===== config.mk =====
export PLATFORM = sky130hd
export DESIGN_NAME = polyphonic_voice_allocator_top
export DESIGN_NICKNAME = d
export VERILOG_FILES = /design/src/design/pva_pkg.sv /design/src/design/pva_free_cell.sv /design/src/design/pva_sound_cell.sv /design/src/design/polyphonic_voice_allocator_top.sv
export SDC_FILE = /design/constraint.sdc
export NUM_CORES = 1
export LEC_CHECK = 0
export BUFFER_PORTS_ARGS = -buffer_cell sky130_fd_sc_hd__buf_4
export CORE_MARGIN = 3
export CORE_UTILIZATION = 59
export DETAILED_ROUTE_END_ITERATION = 10
export PLACE_DENSITY_LB_ADDON = 0.12
export SYNTH_ARGS = -nofsm -noshare
export SYNTH_HDL_FRONTEND = slang
export SYNTH_SLANG_ARGS = --single-unit
export TNS_END_PERCENT = 100

===== constraint.sdc =====
create_clock -name clk -period 7 [get_ports clk]
set_input_delay 0.7 -clock clk [delete_from_list [all_inputs] [get_ports clk]]
set_output_delay 0.7 -clock clk [all_outputs]
set_load 0.01 [all_outputs]

===== src/design/pva_pkg.sv =====
// Shared constants, codes and types of the polyphonic voice allocator.
`default_nettype none

package pva_pkg;

    // Pool size and the widths that follow from it.
    localparam int MAX_VOICES = 16;
    localparam int SLOT_W     = 4;
    localparam int CNT_W      = 5;

    // Input field widths.
    localparam int ACTION_W = 2;
    localparam int PITCH_W  = 24;
    localparam int LEVEL_W  = 15;
    localparam int STATUS_W = 3;
    localparam int POLICY_W = 2;

    // Configuration port.
    localparam int PADDR_W = 2;
    localparam int PDATA_W = 32;
    localparam logic [PADDR_W-1:0] REG_STEAL_POLICY = 2'd0;

    // Steal policy bits.
    localparam int POL_OLDEST = 0;
    localparam int POL_EXPAND = 1;

    // Action codes.
    localparam logic [ACTION_W-1:0] ACT_PLAY   = 2'd0;
    localparam logic [ACTION_W-1:0] ACT_DONE   = 2'd1;
    localparam logic [ACTION_W-1:0] ACT_RESIZE = 2'd2;

    // Status codes.
    localparam logic [STATUS_W-1:0] ST_FREE         = 3'd0;
    localparam logic [STATUS_W-1:0] ST_STOLE        = 3'd1;
    localparam logic [STATUS_W-1:0] ST_EXPAND       = 3'd2;
    localparam logic [STATUS_W-1:0] ST_REFUSED      = 3'd3;
    localparam logic [STATUS_W-1:0] ST_RELEASED     = 3'd4;
    localparam logic [STATUS_W-1:0] ST_NOT_SOUNDING = 3'd5;
    localparam logic [STATUS_W-1:0] ST_RESIZED      = 3'd6;

    // Operation broadcast to every cell of the free stack.
    typedef enum logic [1:0] {
        FREE_HOLD,
        FREE_PUSH,
        FREE_POP
    } free_op_t;

    // Search broadcast to the sounding list: compare key against live cells.
    typedef struct packed {
        logic              en;
        logic [SLOT_W-1:0] key;
        logic [CNT_W-1:0]  count;
    } sound_match_t;

    // Update broadcast to the sounding list.
    typedef struct packed {
        logic              append_en;
        logic              remove_en;
        logic [SLOT_W-1:0] tail_pos;
        logic [SLOT_W-1:0] app_id;
    } sound_ctl_t;

    // Lowest slot id whose existence bit is clear.
    function automatic logic [SLOT_W-1:0] lowest_unused(input logic [MAX_VOICES-1:0] exists);
        logic [SLOT_W-1:0] id;
        id = '0;
        for (int i = MAX_VOICES - 1; i >= 0; i--) begin
            if (!exists[i])
            begin
                id = SLOT_W'(i);
            end
        end
        return id;
    endfunction

endpackage

`default_nettype wire


===== src/design/pva_free_cell.sv =====
// One cell of the free stack; the top of the stack is cell zero.
`default_nettype none

module pva_free_cell
    import pva_pkg::*;
(
    input  wire logic              clk,
    input  wire free_op_t          op,
    input  wire logic [SLOT_W-1:0] left_id,
    input  wire logic [SLOT_W-1:0] right_id,
    output logic      [SLOT_W-1:0] id
);

    logic [SLOT_W-1:0] id_reg;
    logic [SLOT_W-1:0] id_next;

    // A push moves every entry one cell deeper; a pop moves it one cell up.
    always_comb
    begin
        unique case (op)
            FREE_PUSH: id_next = left_id;
            FREE_POP:  id_next = right_id;
            default:   id_next = id_reg;
        endcase
    end

    always_ff @(posedge clk)
    begin
        id_reg <= id_next;
    end

    assign id = id_reg;

endmodule

`default_nettype wire


===== src/design/pva_sound_cell.sv =====
// One cell of the sounding list, which is held oldest first from cell zero.
`default_nettype none

module pva_sound_cell
    import pva_pkg::*;
(
    input  wire logic              clk,
    input  wire logic [SLOT_W-1:0] idx,
    input  wire sound_match_t      mtch,
    input  wire sound_ctl_t        ctl,
    input  wire logic              hit_in,
    input  wire logic [SLOT_W-1:0] right_id,
    output logic                   hit_out,
    output logic      [SLOT_W-1:0] id
);

    logic [SLOT_W-1:0] id_reg;
    logic [SLOT_W-1:0] id_next;
    logic              live;
    logic              match;

    // The hit chain marks the cell that holds the removed entry and every cell after it.
    assign live    = {1'b0, idx} < mtch.count;
    assign match   = mtch.en && live && (id_reg == mtch.key);
    assign hit_out = hit_in | match;

    // Appending writes the tail position; removal pulls in the right neighbour.
    always_comb
    begin
        priority if (ctl.append_en && (idx == ctl.tail_pos))
        begin
            id_next = ctl.app_id;
        end
        else if (ctl.remove_en && hit_out)
        begin
            id_next = right_id;
        end
        else
        begin
            id_next = id_reg;
        end
    end

    always_ff @(posedge clk)
    begin
        id_reg <= id_next;
    end

    assign id = id_reg;

endmodule

`default_nettype wire


===== src/design/polyphonic_voice_allocator_top.sv =====
// Top level of the polyphonic voice allocator: control, counters and the cell rows.
//
// Voice allocator for up to 16 slots. Each input beat is latched in the idle
// state and executed in the exec state, where a step that ends an item waits
// until the output register is free. A resize adds or removes one slot per
// cycle until the total matches the request. The result is held in an output
// register, so the next input beat is taken while a result still waits. Idle
// slots sit in a row of shifting free-stack cells and sounding slots in a row
// of cells kept oldest first; releasing a slot closes its gap by a shift along
// the row. steal_policy sits at byte address 0 of the configuration port.
`default_nettype none

module polyphonic_voice_allocator_top
    import pva_pkg::*;
(
    input  wire logic                clk,
    input  wire logic                rst_n,
    // Configuration port.
    input  wire logic                psel,
    input  wire logic                penable,
    input  wire logic                pwrite,
    input  wire logic [PADDR_W-1:0]  paddr,
    input  wire logic [PDATA_W-1:0]  pwdata,
    output logic      [PDATA_W-1:0]  prdata,
    output logic                     pready,
    // Input channel.
    input  wire logic                in_valid,
    output logic                     in_ready,
    input  wire logic [ACTION_W-1:0] action,
    input  wire logic [SLOT_W-1:0]   done_slot,
    input  wire logic [PITCH_W-1:0]  pitch,
    input  wire logic [LEVEL_W-1:0]  note_level,
    input  wire logic [CNT_W-1:0]    requested_voices,
    // Output channel.
    output logic                     out_valid,
    input  wire logic                out_ready,
    output logic      [STATUS_W-1:0] status,
    output logic      [SLOT_W-1:0]   voice_slot,
    output logic      [PITCH_W-1:0]  out_pitch,
    output logic      [LEVEL_W-1:0]  out_level,
    output logic      [CNT_W-1:0]    voices_total,
    output logic      [CNT_W-1:0]    voices_sounding
);

    typedef enum logic {
        S_IDLE,
        S_EXEC
    } state_t;

    state_t                  state_reg;
    logic [POLICY_W-1:0]     policy_reg;
    logic [CNT_W-1:0]        fc_reg;
    logic [CNT_W-1:0]        fc_next;
    logic [CNT_W-1:0]        sc_reg;
    logic [CNT_W-1:0]        sc_next;
    logic [MAX_VOICES-1:0]   exists_reg;
    logic [MAX_VOICES-1:0]   exists_next;

    // Latched input beat.
    logic [ACTION_W-1:0]     action_reg;
    logic [SLOT_W-1:0]       done_reg;
    logic [PITCH_W-1:0]      pitch_reg;
    logic [LEVEL_W-1:0]      level_reg;
    logic [CNT_W-1:0]        req_reg;
    logic [CNT_W-1:0]        req_sat;

    // Output register.
    logic                    out_valid_reg;
    logic [STATUS_W-1:0]     status_reg;
    logic [SLOT_W-1:0]       slot_reg;
    logic [PITCH_W-1:0]      opitch_reg;
    logic [LEVEL_W-1:0]      olevel_reg;
    logic [CNT_W-1:0]        total_reg;
    logic [CNT_W-1:0]        sounding_reg;

    // Cell rows.
    logic [SLOT_W-1:0]       fs_ids [MAX_VOICES];
    logic [SLOT_W-1:0]       so_ids [MAX_VOICES];
    logic                    hit_w  [MAX_VOICES+1];
    free_op_t                fop_raw;
    free_op_t                fop;
    logic [SLOT_W-1:0]       push_id;
    sound_match_t            smatch;
    sound_ctl_t              sctl_raw;
    sound_ctl_t              sctl;

    // Execution results.
    logic [CNT_W-1:0]        total;
    logic                    steal_first;
    logic                    any_hit;
    logic [SLOT_W-1:0]       lowest_id;
    logic [SLOT_W-1:0]       newest_id;
    logic [CNT_W-1:0]        sc_minus1;
    logic                    item_end;
    logic [STATUS_W-1:0]     st;
    logic [SLOT_W-1:0]       slot;
    logic                    granted;
    logic                    out_free;
    logic                    commit;
    logic                    in_fire;
    logic                    cfg_write;

    assign total     = fc_reg + sc_reg;
    assign sc_minus1 = sc_reg - CNT_W'(1);
    assign lowest_id = lowest_unused(exists_reg);
    assign newest_id = so_ids[sc_minus1[SLOT_W-1:0]];
    assign req_sat   = (requested_voices > CNT_W'(MAX_VOICES)) ? CNT_W'(MAX_VOICES)
                                                               : requested_voices;

    assign in_ready  = (state_reg == S_IDLE);
    assign in_fire   = in_valid && in_ready;
    assign out_free  = !out_valid_reg || out_ready;
    assign commit    = (state_reg == S_EXEC) && (!item_end || out_free);

    // Configuration port: always ready, single register.
    assign pready    = 1'b1;
    assign cfg_write = psel && penable && pwrite && (paddr == REG_STEAL_POLICY);
    assign prdata    = (paddr == REG_STEAL_POLICY) ? PDATA_W'(policy_reg) : '0;

    // Search for a released slot; a steal removes the oldest entry instead.
    assign steal_first = (action_reg == ACT_PLAY) && (fc_reg == '0)
                         && policy_reg[POL_OLDEST] && (sc_reg != '0);
    assign smatch.en    = (action_reg == ACT_DONE);
    assign smatch.key   = done_reg;
    assign smatch.count = sc_reg;
    assign hit_w[0]     = steal_first;
    assign any_hit      = hit_w[MAX_VOICES];

    // Decide the update for the latched beat.
    always_comb
    begin
        fop_raw     = FREE_HOLD;
        push_id     = '0;
        sctl_raw    = '0;
        fc_next     = fc_reg;
        sc_next     = sc_reg;
        exists_next = exists_reg;
        st          = ST_REFUSED;
        slot        = '0;
        granted     = 1'b0;
        item_end    = 1'b1;
        unique case (action_reg)
            ACT_PLAY:
            begin
                if (fc_reg != '0)
                begin
                    // Take the top free slot and append it as the newest voice.
                    slot               = fs_ids[0];
                    fop_raw            = FREE_POP;
                    fc_next            = fc_reg - CNT_W'(1);
                    sctl_raw.append_en = 1'b1;
                    sctl_raw.tail_pos  = sc_reg[SLOT_W-1:0];
                    sctl_raw.app_id    = slot;
                    sc_next            = sc_reg + CNT_W'(1);
                    st                 = ST_FREE;
                    granted            = 1'b1;
                end
                else if (steal_first)
                begin
                    // Rotate the oldest voice round to the newest position.
                    slot               = so_ids[0];
                    sctl_raw.remove_en = 1'b1;
                    sctl_raw.append_en = 1'b1;
                    sctl_raw.tail_pos  = sc_minus1[SLOT_W-1:0];
                    sctl_raw.app_id    = slot;
                    st                 = ST_STOLE;
                    granted            = 1'b1;
                end
                else if (policy_reg[POL_EXPAND] && (total < CNT_W'(MAX_VOICES)))
                begin
                    // Create the lowest unused slot and grant it at once.
                    slot                   = lowest_id;
                    exists_next[lowest_id] = 1'b1;
                    sctl_raw.append_en     = 1'b1;
                    sctl_raw.tail_pos      = sc_reg[SLOT_W-1:0];
                    sctl_raw.app_id        = slot;
                    sc_next                = sc_reg + CNT_W'(1);
                    st                     = ST_EXPAND;
                    granted                = 1'b1;
                end
            end
            ACT_DONE:
            begin
                if (any_hit)
                begin
                    sctl_raw.remove_en = 1'b1;
                    sc_next            = sc_minus1;
                    fop_raw            = FREE_PUSH;
                    push_id            = done_reg;
                    fc_next            = fc_reg + CNT_W'(1);
                    st                 = ST_RELEASED;
                    slot               = done_reg;
                end
                else
                begin
                    st = ST_NOT_SOUNDING;
                end
            end
            ACT_RESIZE:
            begin
                st = ST_RESIZED;
                if (total < req_reg)
                begin
                    // Grow by one slot this cycle.
                    item_end               = 1'b0;
                    fop_raw                = FREE_PUSH;
                    push_id                = lowest_id;
                    exists_next[lowest_id] = 1'b1;
                    fc_next                = fc_reg + CNT_W'(1);
                end
                else if (total > req_reg)
                begin
                    // Shrink by one slot: free slots first, then the newest voice.
                    item_end = 1'b0;
                    if (fc_reg != '0)
                    begin
                        fop_raw                = FREE_POP;
                        exists_next[fs_ids[0]] = 1'b0;
                        fc_next                = fc_reg - CNT_W'(1);
                    end
                    else
                    begin
                        exists_next[newest_id] = 1'b0;
                        sc_next                = sc_minus1;
                    end
                end
            end
            default:
            begin
                st = ST_REFUSED;
            end
        endcase
    end

    // Cells change only when the step actually commits.
    always_comb
    begin
        fop            = commit ? fop_raw : FREE_HOLD;
        sctl           = sctl_raw;
        sctl.append_en = sctl_raw.append_en && commit;
        sctl.remove_en = sctl_raw.remove_en && commit;
    end

    // Rows of cells.
    for (genvar j = 0; j < MAX_VOICES; j++)
    begin : g_cells
        logic [SLOT_W-1:0] fs_left;
        logic [SLOT_W-1:0] fs_right;
        logic [SLOT_W-1:0] so_right;

        if (j == 0)
        begin : g_first
            assign fs_left = push_id;
        end
        else
        begin : g_inner_l
            assign fs_left = fs_ids[j-1];
        end

        if (j == MAX_VOICES - 1)
        begin : g_last
            assign fs_right = '0;
            assign so_right = '0;
        end
        else
        begin : g_inner_r
            assign fs_right = fs_ids[j+1];
            assign so_right = so_ids[j+1];
        end

        pva_free_cell u_free (
            .clk      (clk),
            .op       (fop),
            .left_id  (fs_left),
            .right_id (fs_right),
            .id       (fs_ids[j])
        );

        pva_sound_cell u_sound (
            .clk      (clk),
            .idx      (SLOT_W'(j)),
            .mtch     (smatch),
            .ctl      (sctl),
            .hit_in   (hit_w[j]),
            .right_id (so_right),
            .hit_out  (hit_w[j+1]),
            .id       (so_ids[j])
        );
    end

    // Control state, counters, latched beat and output register.
    always_ff @(posedge clk or negedge rst_n)
    begin
        if (!rst_n)
        begin
            state_reg     <= S_IDLE;
            policy_reg    <= '0;
            fc_reg        <= '0;
            sc_reg        <= '0;
            exists_reg    <= '0;
            out_valid_reg <= 1'b0;
        end
        else
        begin
            if (cfg_write)
            begin
                policy_reg <= pwdata[POLICY_W-1:0];
            end

            // The output register refills when an item ends and empties when its beat is taken.
            if (commit && item_end)
            begin
                out_valid_reg <= 1'b1;
            end
            else if (out_ready)
            begin
                out_valid_reg <= 1'b0;
            end

            unique case (state_reg)
                S_IDLE:
                begin
                    if (in_fire)
                    begin
                        action_reg <= action;
                        done_reg   <= done_slot;
                        pitch_reg  <= pitch;
                        level_reg  <= note_level;
                        req_reg    <= req_sat;
                        state_reg  <= S_EXEC;
                    end
                end
                S_EXEC:
                begin
                    if (commit)
                    begin
                        fc_reg     <= fc_next;
                        sc_reg     <= sc_next;
                        exists_reg <= exists_next;
                        if (item_end)
                        begin
                            status_reg    <= st;
                            slot_reg      <= slot;
                            opitch_reg    <= granted ? pitch_reg : '0;
                            olevel_reg    <= granted ? level_reg : '0;
                            total_reg     <= fc_next + sc_next;
                            sounding_reg  <= sc_next;
                            state_reg     <= S_IDLE;
                        end
                    end
                end
                default:
                begin
                    state_reg <= S_IDLE;
                end
            endcase
        end
    end

    assign out_valid       = out_valid_reg;
    assign status          = status_reg;
    assign voice_slot      = slot_reg;
    assign out_pitch       = opitch_reg;
    assign out_level       = olevel_reg;
    assign voices_total    = total_reg;
    assign voices_sounding = sounding_reg;

endmodule

`default_nettype wire


Word-level counts from Yosys, hierarchy flattened
Cells that the tools add are included.
Widths: inputs -> output; s select.
Operators by class
  multiplexer cells: 133
  reduce and logical (&&, ||, !) cells: 112
  add/sub/neg operators: 6
  bitwise gates (word level): 23
  magnitude comparators: 27
  equal/unequal tests: 39
Operators by type and width (count)
  $mux 4: 55
  $pmux 4 s2: 18
  $mux 16: 6
  $logic_and 1x1->1: 79
  $eq 4x4->1: 16
  $mux 5: 11
  $lt 4x5->1 const A: 8
  $reduce_bool 2->1: 19
  $and 16x16->16: 2
  $eq 4x4->1 const A: 8
  $mux 8: 4
  $not 16->16: 2
  $pmux 16 s2: 1
  $pmux 5 s3: 2
  $mux 1: 21
  $lt 3x5->1 const A: 4
  $bmux 4 s4: 1
  $eq 3x4->1 const A: 4
  $or 1x1->1: 16
  $or 16x16->16: 1
  $lt 4x5->1 const B: 3
  $mux 2: 7
  $demux 1 s4: 3
  $ge 4x1->1 const B: 3
  other kinds (32): 46
Storage, ports and cells
  logic and storage cells: 389
  flip-flop bits (word level): 264
  input bits: 91
  output and inout port bits: 91

Longest topological paths before layout
Gate-level depths: netlist of run 1.
  depth after elaboration: 26
  gate-level depth with buffers: 21
  gate-level depth less buffers: 20

By module
A second synthesis of run 1 with hierarchy kept.
Unflattened totals
  cell total of the unflattened synthesis: 1476
  area total of the unflattened synthesis: 17138.9 um2
By module, submodules not included
  polyphonic_voice_allocator_top: area an instance 7970.1 um2, instances 1, sequential area each 3933.8 um2, cells each 724
  pva_sound_cell: area an instance 387.9 um2, instances 16, sequential area each 120.1 um2, cells each 36
  pva_free_cell: area an instance 185.2 um2, instances 16, sequential area each 120.1 um2, cells each 11

Worst setup path before layout of run 1
OpenSTA, ideal clock, no wires.
  kind: register to register
  start: reg sc_reg[0]
  end: reg g_cells[0].u_free.id_reg[0], enable pin
  cell stages (with the launch flop): 15
  path buffers: 0
  setup time: 0.418 ns
  data required time: 6.582 ns
  arrival: 4.500 ns
  slack: 2.082 ns
  path through: dfrtp_1 > ha_1 > fa_1 > nand3_1 > a21oi_1 > or2_2 > ha_1 > nor2_1 > a21oi_1 > a21oi_1 > o21ai_0 > nor2_1 > o21ai_0 > ha_1 > inv_1
On the way
  longest elaborated chain between the ends: 24
  elaborated cells between the ends (all ways): 83
RTL lines
  from (decl): line polyphonic_voice_allocator_top.sv:54  | logic [CNT_W-1:0] sc_reg;
  from (signal assigned): line polyphonic_voice_allocator_top.sv:338  | sc_reg <= sc_next;
  $lt 1x5->1: line pva_sound_cell.sv:23  | assign live = {1'b0, idx} < mtch.count;
  $logic_and 1x1->1 (2 in a row): line pva_sound_cell.sv:24  | assign match = mtch.en && live && (id_reg == mtch.key);
  $or 1x1->1 (16 in a row): line pva_sound_cell.sv:25  | assign hit_out = hit_in | match;
  $mux 1: line polyphonic_voice_allocator_top.sv:184  | if (any_hit)
  $pmux 2 s3: line polyphonic_voice_allocator_top.sv:142  | unique case (action_reg)
  $mux 2 *: line polyphonic_voice_allocator_top.sv:238  | fop = commit ? fop_raw : FREE_HOLD;
  $eq 2x1->1 or $eq 2x2->1 (tied branches): line pva_free_cell.sv:20  | unique case (op)
  $reduce_bool 2->1 (no source line) *
  to (signal assigned): line pva_free_cell.sv:29  | id_reg <= id_next;
  to (decl): line pva_free_cell.sv:14  | logic [SLOT_W-1:0] id_reg;
Mark *: on every way between the ends. The rest lies on a longest branch, timed or not.
A chain may end at the register's enable or synchronous reset.

Final worst setup path of run 1
  start: reg sc_reg[3]
  end: reg g_cells[0].u_free.id_reg[2] (data pin)
On the way
  longest elaborated chain between the ends: 24
  elaborated cells between the ends (all ways): 86
RTL lines
  $lt 1x5->1: line pva_sound_cell.sv:23
  $logic_and 1x1->1 (2 in a row): line pva_sound_cell.sv:24
  $or 1x1->1 (16 in a row): line pva_sound_cell.sv:25
  $mux 1: line polyphonic_voice_allocator_top.sv:184
  $pmux 2 s3: line polyphonic_voice_allocator_top.sv:142
  $mux 2: line polyphonic_voice_allocator_top.sv:238
  $eq 2x2->1 or $eq 2x1->1 (tied branches): line pva_free_cell.sv:20
  $pmux 4 s2 *: line pva_free_cell.sv:20
  named net g_cells[0].u_free.id_next[2]: line pva_free_cell.sv:15  | logic [SLOT_W-1:0] id_next;
Mark *: on every way through the listed nets, which the timed path passes. The rest lies on a longest branch.

==> flow_summary.json, run 1 <==
{
  "status": "finished clean",
  "setup_violations": 0,
  "largest_area_contributor_in_the_synthesized_netlist": "edfxtp_1",
  "vias_in_the_first_global_route": 9432,
  "clkSlewWorstSetupHoldPaths_ps": 60,
  "critPathKind": "reg2reg",
  "hold_buffers": 0,
  "synthesis.instances": 1150,
  "finish.net_count": 1374,
  "cts_inserted_buffers": 29,
  "floorplan.die.width_um": 162,
  "power_density_mw_per_mm2": 390,
  "synth_top_flop_cell": "edfxtp_1",
  "synth_top_area_frac": 0.491,
  "cts_tree": "built",
  "gp_routability_congestion": 0.935,
  "drt-initial-drc-count": 1040,
  "worst_slew_margin_rel": 0.219,
  "die_y_um": 162,
  "maxCapViolCount": 0,
  "antenna_cells": 0,
  "yosys_reg_bits": 264,
  "report.final.slew_viol_count": 0,
  "critical_path_end_type": "flip-flop",
  "number_of_synthesized_flops_with_an_enable_pin": 234,
  "grt_max_degree": 51,
  "worstPathMaxFanout": 35,
  "cts_max_path_buffers": 3,
  "crit_path_start_kind": "flip-flop",
  "vdd_drop_max_mv": 0.272,
  "whs_ps": 85.9,
  "cts_max_level": 1,
  "drtPass1Iterations": 5,
  "vias_per_cell": 6.07,
  "rr_startpoint": "sc_reg[3]",
  "place.detailed.hpwl_um": 23000,
  "synth-async-reset-ratio": 0.114,
  "final_min_period_over_clock_period": 0.820,
  "ys_types": 80,
  "cts_resized": 0,
  "dpl-instance-area_mm2": 0.0154,
  "final_layout_size_suffix_gt1_frac": 0.266,
  "vias": 9677,
  "rows": 56,
  "worst-endpoint-arrival_ps": 6040,
  "grt_overflow_total": 0,
  "top_level_ports": 182,
  "detail_route.wl_per_cell_um": 20.7,
  "initial_utilization": 0.605,
  "grt_setup_unrepaired": "false",
  "synth_sequential_area_ratio": 0.543,
  "yosys_warnings": 0,
  "cp.required_ps": 7300,
  "clock-root-buffer": "clkbuf_16",
  "timing.reg2reg.worst_path_depth": 16,
  "synth_top_cells_by_area": "edfxtp_1 (49%), mux2_2 (9.8%), dfrtp_1 (5.2%)",
  "hold_path.class": "in2async",
  "final_antenna_net_count": 0,
  "grt_pass1_wl_um": 52000,
  "floorplan.die_area_mm2": 0.0262,
  "max_slew.worst_pin.slew_ps": 1170,
  "drc_viols": 0,
  "syn_avg_cell_area_um2": 12.5,
  "routed_wl_um": 33100,
  "timing.rr.end": "g_cells[0].u_free.id[2]",
  "total_leakage_power_nw": 6.04,
  "fin_worst_skew_ps": 26.5,
  "post_synth_design_cell_area_mm2": 0.0143,
  "port_buf_inserts": 120,
  "total_power_mw": 6.33,
  "post-route-min-period_ps": 5740,
  "stdcell_area_mm2": 0.0163,
  "cts_setup_buffers": 0,
  "area_growth_syn_to_layout_pct": 13.5,
  "grt_antenna_before_repair": 0,
  "insertion_delay_to_the_later_sink_of_the_worst_skew_pair_ps": 560,
  "grtUsageTotal": 0.250,
  "fp.coreArea_mm2": 0.0237,
  "timing.reg2reg.setup_slack_ps": 1260,
  "max_freq_ghz": 0.174,
  "hold_violations": 0,
  "fin_tns_setup_ps": 0,
  "numClockSinks": 264
}
logic make-up (layout without fill, tap and decap cells):
| group | Yosys count | count (layout) | synth area share |
|---|---|---|---|
| buffers and inverters | 129 | 226 | 0.0456 |
| other | 2 | 31 | 0.000524 |
| multiplexers | 147 | 147 | 0.128 |
| AND/OR/NAND/NOR | 280 | 280 | 0.106 |
| XOR/XNOR | 84 | 84 | 0.0529 |
| adder cells (fa/ha/maj) | 28 | 28 | 0.0255 |
| flip-flops | 264 | 264 | 0.543 |
| AO/OA/AOI/OAI | 216 | 216 | 0.0986 |
per-stage QoR:
step            util  setup WS, ps  std cells
2_1_floorplan      -          2080       1179
4_1_cts        0.686          1390       1595
3_3_place_gp   0.649          1480       1543
6_report       0.686          1260       1595
5_1_grt        0.686          1000       1595
3_5_place_dp   0.649          1430       1543
layout make-up:
cell class | instances | area (um2)
clock buffers | 33 | 741
clock inverters | 19 | 151
fillers | 1753 | 7430
inverters | 38 | 143
multi-input cells | 786 | 6020
flip-flops and latches | 264 | 7780
well taps | 319 | 399
repair buffers | 136 | 1020
cells in the mapped netlist, drive strengths merged, types with 4 or more instances:
cell    instances
a211oi          5
nand2b          4
edfxtp        234
mux2          124
xor2           30
dfrtp          30
nor4            8
buf            51
a21boi          5
a21oi          33
mux2i           7
a22o            8
o21ai          79
and2           50
ha             26
xnor2          53
o22ai           7
a32oi           5
nor2b          21
a22oi          14
and3           14
nor2           45
nand3          24
a31oi           6
o211ai          8
a21o           11
clkbuf         40
o221ai          5
inv            37
mux4           16
nand2          69
nor3           15
nand4          16
layer usage:
metal	up-vias	wire length, um	GRT usage
li1	4441	-	-
met1	4718	13600	0.349
met2	447	15600	0.404
met3	71	2960	0.0525
met4	0	920	0.0675
met5	-	0	0
report_power, final:
part | switching (mW) | total [mW] | internal [mW] | leakage (nW)
sequential | 0.266 | 2.45 | 2.18 | 2.54
clock | 0.607 | 1.44 | 0.828 | 0.430
combinational | 1.43 | 2.45 | 1.02 | 3.07
total | 2.30 | 6.33 | 4.03 | 6.04
critical path: stages, from the launching register on:
cell and delay (ps):
dfrtp_1 790, ha_1 400, a21oi_1 190, a21oi_1 140, or2_2 320, ha_1 290
and3_1 190, nand3_1 240, o21ai_0 200, a21oi_1 180, buf_4 250, nand2_1 320
nor3_1 300, ha_2 750, buf_4 470, nor2b_1 190, a22o_1 230
worst max path at each step:
stage	start	endpoint	cells after the start	slack (ps)
2_1_floorplan	sc_reg[0]	g_cells[0].u_free.id[0]	14	2080
3_3_place_gp	sc_reg[3]	g_cells[0].u_free.id[2]	16	1480
3_5_place_dp	sc_reg[3]	g_cells[0].u_free.id[2]	16	1430
4_1_cts	sc_reg[3]	g_cells[0].u_free.id[2]	16	1390
5_1_grt	sc_reg[3]	g_cells[0].u_free.id[2]	16	1000
6_report	sc_reg[3]	g_cells[0].u_free.id[2]	16	1260
placed cells by master (no fill, tap or decap), types with 4 or more instances in the layout:
cell | Yosys | layout
clkbuf_16 | 0 | 29
and3_1 | 14 | 12
dfrtp_1 | 30 | 30
buf_4 | 39 | 136
mux4_2 | 16 | 16
a22oi_1 | 14 | 14
a22o_1 | 8 | 8
nor3_1 | 13 | 13
clkbuf_1 | 39 | 4
and2_1 | 50 | 50
a21o_1 | 11 | 11
o22ai_1 | 6 | 6
a32oi_1 | 5 | 5
xnor2_1 | 53 | 53
xor2_1 | 29 | 29
o211ai_1 | 8 | 8
o21ai_1 | 7 | 5
ha_1 | 26 | 25
a31oi_1 | 6 | 6
clkinv_2 | 0 | 5
nand3_1 | 22 | 22
conb_1 | 2 | 31
o21ai_0 | 71 | 71
mux2_2 | 124 | 124
nand4_1 | 15 | 15
nand2_1 | 69 | 69
nor4_1 | 7 | 7
edfxtp_1 | 234 | 234
inv_1 | 37 | 36
nand2b_1 | 4 | 4
a211oi_1 | 5 | 5
o221ai_1 | 5 | 5
a21boi_0 | 5 | 5
clkinv_1 | 1 | 8
nor2b_1 | 21 | 21
mux2i_1 | 7 | 7
nor2_1 | 44 | 44
a21oi_1 | 33 | 33
Note: power is estimated with default switching activity, not from simulation.
==> run 2, diff against run 1 <==
--- a/config.mk
+++ b/config.mk
@@ -5,6 +5,7 @@
 export SDC_FILE = /design/constraint.sdc
 export NUM_CORES = 1
 export LEC_CHECK = 0
+export ABC_AREA = 1
 export BUFFER_PORTS_ARGS = -buffer_cell sky130_fd_sc_hd__buf_4
 export CORE_MARGIN = 3
 export CORE_UTILIZATION = 59
==> constraint.sdc (replaced) <==
create_clock -name clk -period 5.6 [get_ports clk]
set_input_delay 0.56 -clock clk [delete_from_list [all_inputs] [get_ports clk]]
set_output_delay 0.56 -clock clk [all_outputs]
set_load 0.01 [all_outputs]
==> run 2 against run 1 <==
Via count up 19%. Synthesized cell count up 35%. Utilization up 0.96 points. Sequential share of layout area down 0.52 points. Final area up 1.1%. Clock power up 36%. Sequential power up 24%. Count of clock-buffer cells in the layout up 6. Fmax up 16%. Die area down 0.20%. Global-route usage up 2.2 points. First-iteration DRC count up 36%.
==> flow_summary.json, run 2 <==
{
  "status": "finished clean",
  "floorplan.die.width_um": 162,
  "critical_path.startpoint": "fc_reg[0]",
  "post_place_worst_slack_ps": 349,
  "crit_path_start_kind": "flip-flop",
  "total_power_mw": 8.32,
  "path_buf_inv": 5,
  "synth_top_flop_cell": "edfxtp_1",
  "layout.filler_cells": 1818,
  "multiInputGateArea_mm2": 0.00546,
  "die_y_um": 162,
  "fin_tns_setup_ps": 0,
  "layout.cells.non_filler": 2017,
  "max_freq_ghz": 0.202,
  "hold_violations": 0,
  "post-place-cells": 1964,
  "number_of_synthesized_flops_with_an_enable_pin": 234,
  "routed_wl_um": 36100,
  "maxCapViolCount": 0,
  "total_leakage_power_nw": 7.02,
  "final_min_period_over_clock_period": 0.883,
  "critical_path_end_type": "flip-flop",
  "initial_utilization": 0.605,
  "yosys_warnings": 0,
  "vias": 11500,
  "fp.coreArea_mm2": 0.0236,
  "fin_worst_skew_ps": 14.8,
  "grt_setup_unrepaired": "false",
  "critPathSlowestCell": "dfrtp_1",
  "synth_sequential_area_ratio": 0.544,
  "yosys_reg_bits": 264,
  "crit_path_max_incr_delay_ps": 490,
  "post-route-min-period_ps": 4950,
  "layout_common_cells": "nand2_1 (333), edfxtp_1 (234), o21ai_0 (202)",
  "hold_path.class": "in2reg",
  "cts_inserted_buffers": 28,
  "final_antenna_net_count": 0,
  "rr_startpoint": "fc_reg[0]",
  "top_level_ports": 182,
  "synthesis.instances": 1557,
  "ys_types": 57,
  "vdd_drop_max_mv": 0.353,
  "timing.critical_path.max_delay_family": "adder cells",
  "cts_max_path_buffers": 3,
  "largest_area_contributor_in_the_synthesized_netlist": "edfxtp_1",
  "whs_ps": 193,
  "rows": 56,
  "grt_overflow_total": 0,
  "area_growth_syn_to_layout_pct": 15.0,
  "cts_max_level": 1,
  "worst_slew_margin_rel": 0.381,
  "synth.top_cells.by_count": "nand2_1 (333), edfxtp_1 (234), o21ai_0 (202)",
  "antenna_cells": 0,
  "setup_violations": 0,
  "numClockSinks": 264,
  "sequential_cell_area_mm2": 0.00778,
  "report.final.slew_viol_count": 0,
  "drt-initial-drc-count": 1413,
  "cp.required_ps": 5900,
  "post_synth_design_cell_area_mm2": 0.0143,
  "mostFrequentLayoutCell": "nand2_1",
  "finish.net_count": 1795,
  "insertion_delay_to_the_later_sink_of_the_worst_skew_pair_ps": 540,
  "grtUsageTotal": 0.272,
  "port_buf_inserts": 120,
  "synth.most_common_cell": "nand2_1",
  "dpl-instance-area_mm2": 0.0154,
  "worstPathMaxFanout": 8,
  "start_point_of_the_worst_min_delay_path": "done_slot[1]",
  "synth_top_area_frac": 0.492,
  "finish.utilization": 0.696,
  "grt_max_degree": 61,
  "power_density_mw_per_mm2": 506,
  "clock-root-buffer": "clkbuf_16",
  "setup_ws_ps": 654,
  "synth-async-reset-ratio": 0.114,
  "syn_avg_cell_area_um2": 9.18,
  "final_layout_size_suffix_gt1_frac": 0.139,
  "cp_common_cell": "inv_1",
  "critPathKind": "reg2reg",
  "drtPass1Iterations": 5,
  "max_slew.worst_pin.slew_ps": 928,
  "vias_per_cell": 5.71,
  "worst-endpoint-arrival_ps": 5240,
  "drc_viols": 0,
  "grt_pass1_wl_um": 56900,
  "cts_tree": "built",
  "place.detailed.hpwl_um": 25000,
  "clkSlewWorstSetupHoldPaths_ps": 70,
  "vias_in_the_first_global_route": 10900,
  "floorplan.die_area_mm2": 0.0261,
  "gp_routability_congestion": 0.993,
  "synth_top_cells_by_area": "edfxtp_1 (49%), nand2_1 (8.7%), o21ai_0 (7.1%)",
  "detail_route.wl_per_cell_um": 17.9,
  "stdcell_area_mm2": 0.0164,
  "grt_antenna_before_repair": 0
}
[run 2: changes by cell type after synthesis, moves of 50 or more]
cell | before | now
o21ai_0 | 71 | 202
mux2_2 | 124 | 0
nand2_1 | 69 | 333
inv_1 | 37 | 177
and2_1 | 50 | 0
nor2_1 | 44 | 152
[run 2: cells by family (layout without fill, tap and decap cells)]
group	Yosys count	after routing	share of synthesized area
compound gates	346	346	0.137
fa+ha+maj	28	28	0.0256
xor+xnor	44	44	0.0270
simple gates	599	599	0.183
buf+inv	274	386	0.0827
other cells	2	31	0.000526
flops	264	264	0.544
[run 2: where the power goes]
group | internal (mW) | total (mW) | switching [mW]
clock | 1.22 | 1.96 | 0.741
sequential | 2.77 | 3.04 | 0.264
combinational | 1.01 | 3.33 | 2.31
total | 5.00 | 8.32 | 3.32
[run 2: final timing paths]
| path | end | cells past startpoint | slack, ps |
|---|---|---|---|
| min reg2reg | out_valid | 2 | 520 |
| max | voices_total[4] | 25 | 650 |
| min | done_reg[1] | 1 | 190 |
| min in group asynchronous | policy_reg[1] | 2 | 510 |
| max in group asynchronous | exists_reg[1] | 2 | 4780 |
| max reg2reg | voices_total[4] | 25 | 650 |
[run 2: timing repair]
action / in CTS / in global routing
gates resized for setup: 0 / 2
endpoints found under the setup margin: 0 / 95
setup buffers: 0 / 0
hold buffers: 1 / 0
endpoints found under the hold margin: 30 / 0
[run 2: layout make-up]
| type | count | share of cell area |
|---|---|---|
| clock buffers | 39 | 0.0483 |
| clock inverters | 13 | 0.0118 |
| inverters | 188 | 0.0429 |
| multi-input cells | 1048 | 0.332 |
| flip-flops and latches | 264 | 0.473 |
| well taps | 319 | 0.0243 |
| repair buffers | 146 | 0.0669 |
[run 2: routing by layer]
metal,track usage,part of all wire,routed length [um],vias up
li1,-,-,-,5466
met1,0.369,0.40,14600,5382
met2,0.447,0.47,16900,568
met3,0.0480,0.092,3340,109
met4,0.0942,0.036,1320,0
met5,0,0,0,-
==> run 3, diff against run 2 <==
--- a/config.mk
+++ b/config.mk
@@ -7,9 +7,12 @@
 export LEC_CHECK = 0
 export ABC_AREA = 1
 export BUFFER_PORTS_ARGS = -buffer_cell sky130_fd_sc_hd__buf_4
+export CELL_PAD_IN_SITES_DETAIL_PLACEMENT = 1
+export CELL_PAD_IN_SITES_GLOBAL_PLACEMENT = 1
 export CORE_MARGIN = 3
-export CORE_UTILIZATION = 59
+export CORE_UTILIZATION = 45
 export DETAILED_ROUTE_END_ITERATION = 10
+export HOLD_SLACK_MARGIN = 0.1
 export PLACE_DENSITY_LB_ADDON = 0.12
 export SYNTH_ARGS = -nofsm -noshare
 export SYNTH_HDL_FRONTEND = slang
==> run 3 against run 2 <==
Count of clock-buffer cells in the layout down 2. Worst setup slack worse by 180 ps. Largest power group unchanged. Sequential share of layout area down 0.24 points. Hold slack worse by 13 ps. Die area up 30%. Final cell count up 3.8%.
==> flow_summary.json, run 3 (synthesis results as in run 2) <==
{
  "post-route-min-period_ps": 5120,
  "worst_slew_margin_rel": 0.250,
  "worstPathMaxFanout": 8,
  "grt_max_degree": 61,
  "p_comb_frac": 0.410,
  "grt_setup_unrepaired": "false",
  "final_min_period_over_clock_period": 0.915,
  "critical_path_end_type": "flip-flop",
  "rr_startpoint": "fc_reg[0]",
  "max_freq_ghz": 0.195,
  "grt_antenna_before_repair": 0,
  "power_density_mw_per_mm2": 510,
  "place.detailed.hpwl_um": 29600,
  "critPathKind": "reg2reg",
  "clock-root-buffer": "clkbuf_16",
  "report.final.slew_viol_count": 0,
  "layout_common_cells": "nand2_1 (333), edfxtp_1 (234), o21ai_0 (202)",
  "setup_ws_ps": 475,
  "post_place_worst_slack_ps": 394,
  "dpl-instance-area_mm2": 0.0155,
  "min_to": "pitch_reg[12]",
  "floorplan.die.width_um": 184,
  "grtUsageTotal": 0.245,
  "port_buf_inserts": 120,
  "hold_violations": 0,
  "final_antenna_net_count": 0,
  "cp.required_ps": 5910,
  "cellInternalPower_mw": 4.95,
  "initial_utilization": 0.462,
  "cts_tree": "built",
  "clkSlewWorstSetupHoldPaths_ps": 60,
  "vdd_drop_max_mv": 0.431,
  "final_layout_size_suffix_gt1_frac": 0.139,
  "power_frac_seq": 0.361,
  "maxCapViolCount": 0,
  "vias": 11700,
  "timing.reg2reg.worst_path_depth": 25,
  "routed_wl_um": 41400,
  "mostFrequentLayoutCell": "nand2_1",
  "proportion_of_total_power_due_to_net_switching": 0.413,
  "grt_pass1_wl_um": 66200,
  "timing.reg2reg.setup_slack_ps": 480,
  "start_point_of_the_worst_min_delay_path": "pitch[12]",
  "cts_inserted_buffers": 29,
  "gp_routability_congestion": 0.893,
  "top_level_ports": 182,
  "status": "finished clean",
  "crit_path_start_kind": "flip-flop",
  "numClockSinks": 264,
  "stdcell_area_mm2": 0.0165,
  "max_slew.worst_pin.slew_ps": 1120,
  "layout.cells.non_filler": 2093,
  "hold_depth": 1,
  "clock_power_share": 0.229,
  "antenna_cells": 0,
  "die_y_um": 184,
  "area_growth_syn_to_layout_pct": 15.6,
  "drt-initial-drc-count": 791,
  "vias_in_the_first_global_route": 12300,
  "rows": 64,
  "fin_worst_skew_ps": 16.7,
  "insertion_delay_to_the_later_sink_of_the_worst_skew_pair_ps": 560,
  "finish.net_count": 1793,
  "detail_route.wl_per_cell_um": 19.8,
  "layout.filler_cells": 3587,
  "grt_overflow_total": 0,
  "floorplan.die_area_mm2": 0.0339,
  "drc_viols": 0,
  "timing.rr.end": "voices_total[4]",
  "setup_violations": 0,
  "cts_max_level": 1,
  "sw_pwr_mw": 3.49,
  "fp.coreArea_mm2": 0.0309,
  "vias_per_cell": 5.58,
  "drtPass1Iterations": 5,
  "hold_path.class": "in2reg",
  "worst-endpoint-arrival_ps": 5440,
  "cts_max_path_buffers": 3,
  "total_leakage_power_nw": 7.00,
  "fin_tns_setup_ps": 0,
  "post-place-cells": 2038
}
-- run 3: stage by stage --
stage	hold slack [ps]	util	power (mW)
after floorplan	264	-	5.30
after global placement	484	0.503	6.32
after detailed placement	501	0.503	6.47
after CTS	140	0.534	8.47
after global routing	151	0.534	9.02
final	180	0.534	8.43
-- run 3: power by group through the flow --
stage               logic, mW  registers [mW]  clock network (mW)
floorplan                2.26            3.04                   0
global placement         3.26            3.06                   0
detailed placement       3.40            3.07                   0
CTS                      3.44            3.05                1.99
global route             3.87            3.10                2.06
finish                   3.46            3.04                1.93
-- run 3: area by class of cell --
class                      instances  area (um2)  area share
sequential                       264        7780       0.471
multi-input combinational       1048        5460       0.331
timing repair buffer             143        1100      0.0667
clock buffer                      37         796      0.0482
inverter                         188         706      0.0427
tap                              396         495      0.0300
clock inverter                    17         178      0.0108
-- run 3: worst max path at each step --
| stage | start | to | slack, ps |
|---|---|---|---|
| 2_1_floorplan | fc_reg[0] | g_cells[0].u_free.id[0] | 550 |
| 6_report | fc_reg[0] | voices_total[4] | 480 |
| 4_1_cts | fc_reg[0] | g_cells[10].u_free.id[2] | 330 |
| 3_5_place_dp | fc_reg[0] | g_cells[14].u_free.id[1] | 390 |
| 5_1_grt | fc_reg[0] | voices_total[4] | 30 |
| 3_3_place_gp | fc_reg[0] | g_cells[11].u_free.id[1] | 490 |
-- run 3: routing by layer --
layer	global-route usage	up-vias	wire length, um
met5	0	-	0
met4	0.0683	0	988
met3	0.0339	78	2600
met2	0.422	353	20000
met1	0.326	5792	17800
li1	-	5462	-
-- run 3: critical path, cell delays in order, from the launching register on --
cell and delay [ps]:
dfrtp_1 480, ha_1 280, fa_1 420, nand3_1 110, nand2_1 70, xor2_1 140, inv_1 80, ha_1 290
nand2_1 70, or2_2 290, nand3_1 220, nand2_1 190, nor2_1 300, inv_1 140, a21oi_1 130, o21ai_0 100
o211ai_1 110, inv_1 110, o22ai_1 230, ha_1 230, inv_1 80, fa_1 450, inv_1 90, a31oi_1 110
nand3_1 110, nand2_1 60
-- run 3: timing repair --
| item | CTS | global route |
|---|---|---|
| setup buffers | 0 | 0 |
| hold endpoints to repair | 30 | 0 |
| setup endpoints to repair | 0 | 49 |
| resized for setup | 0 | 1 |
| hold buffers | 1 | 0 |
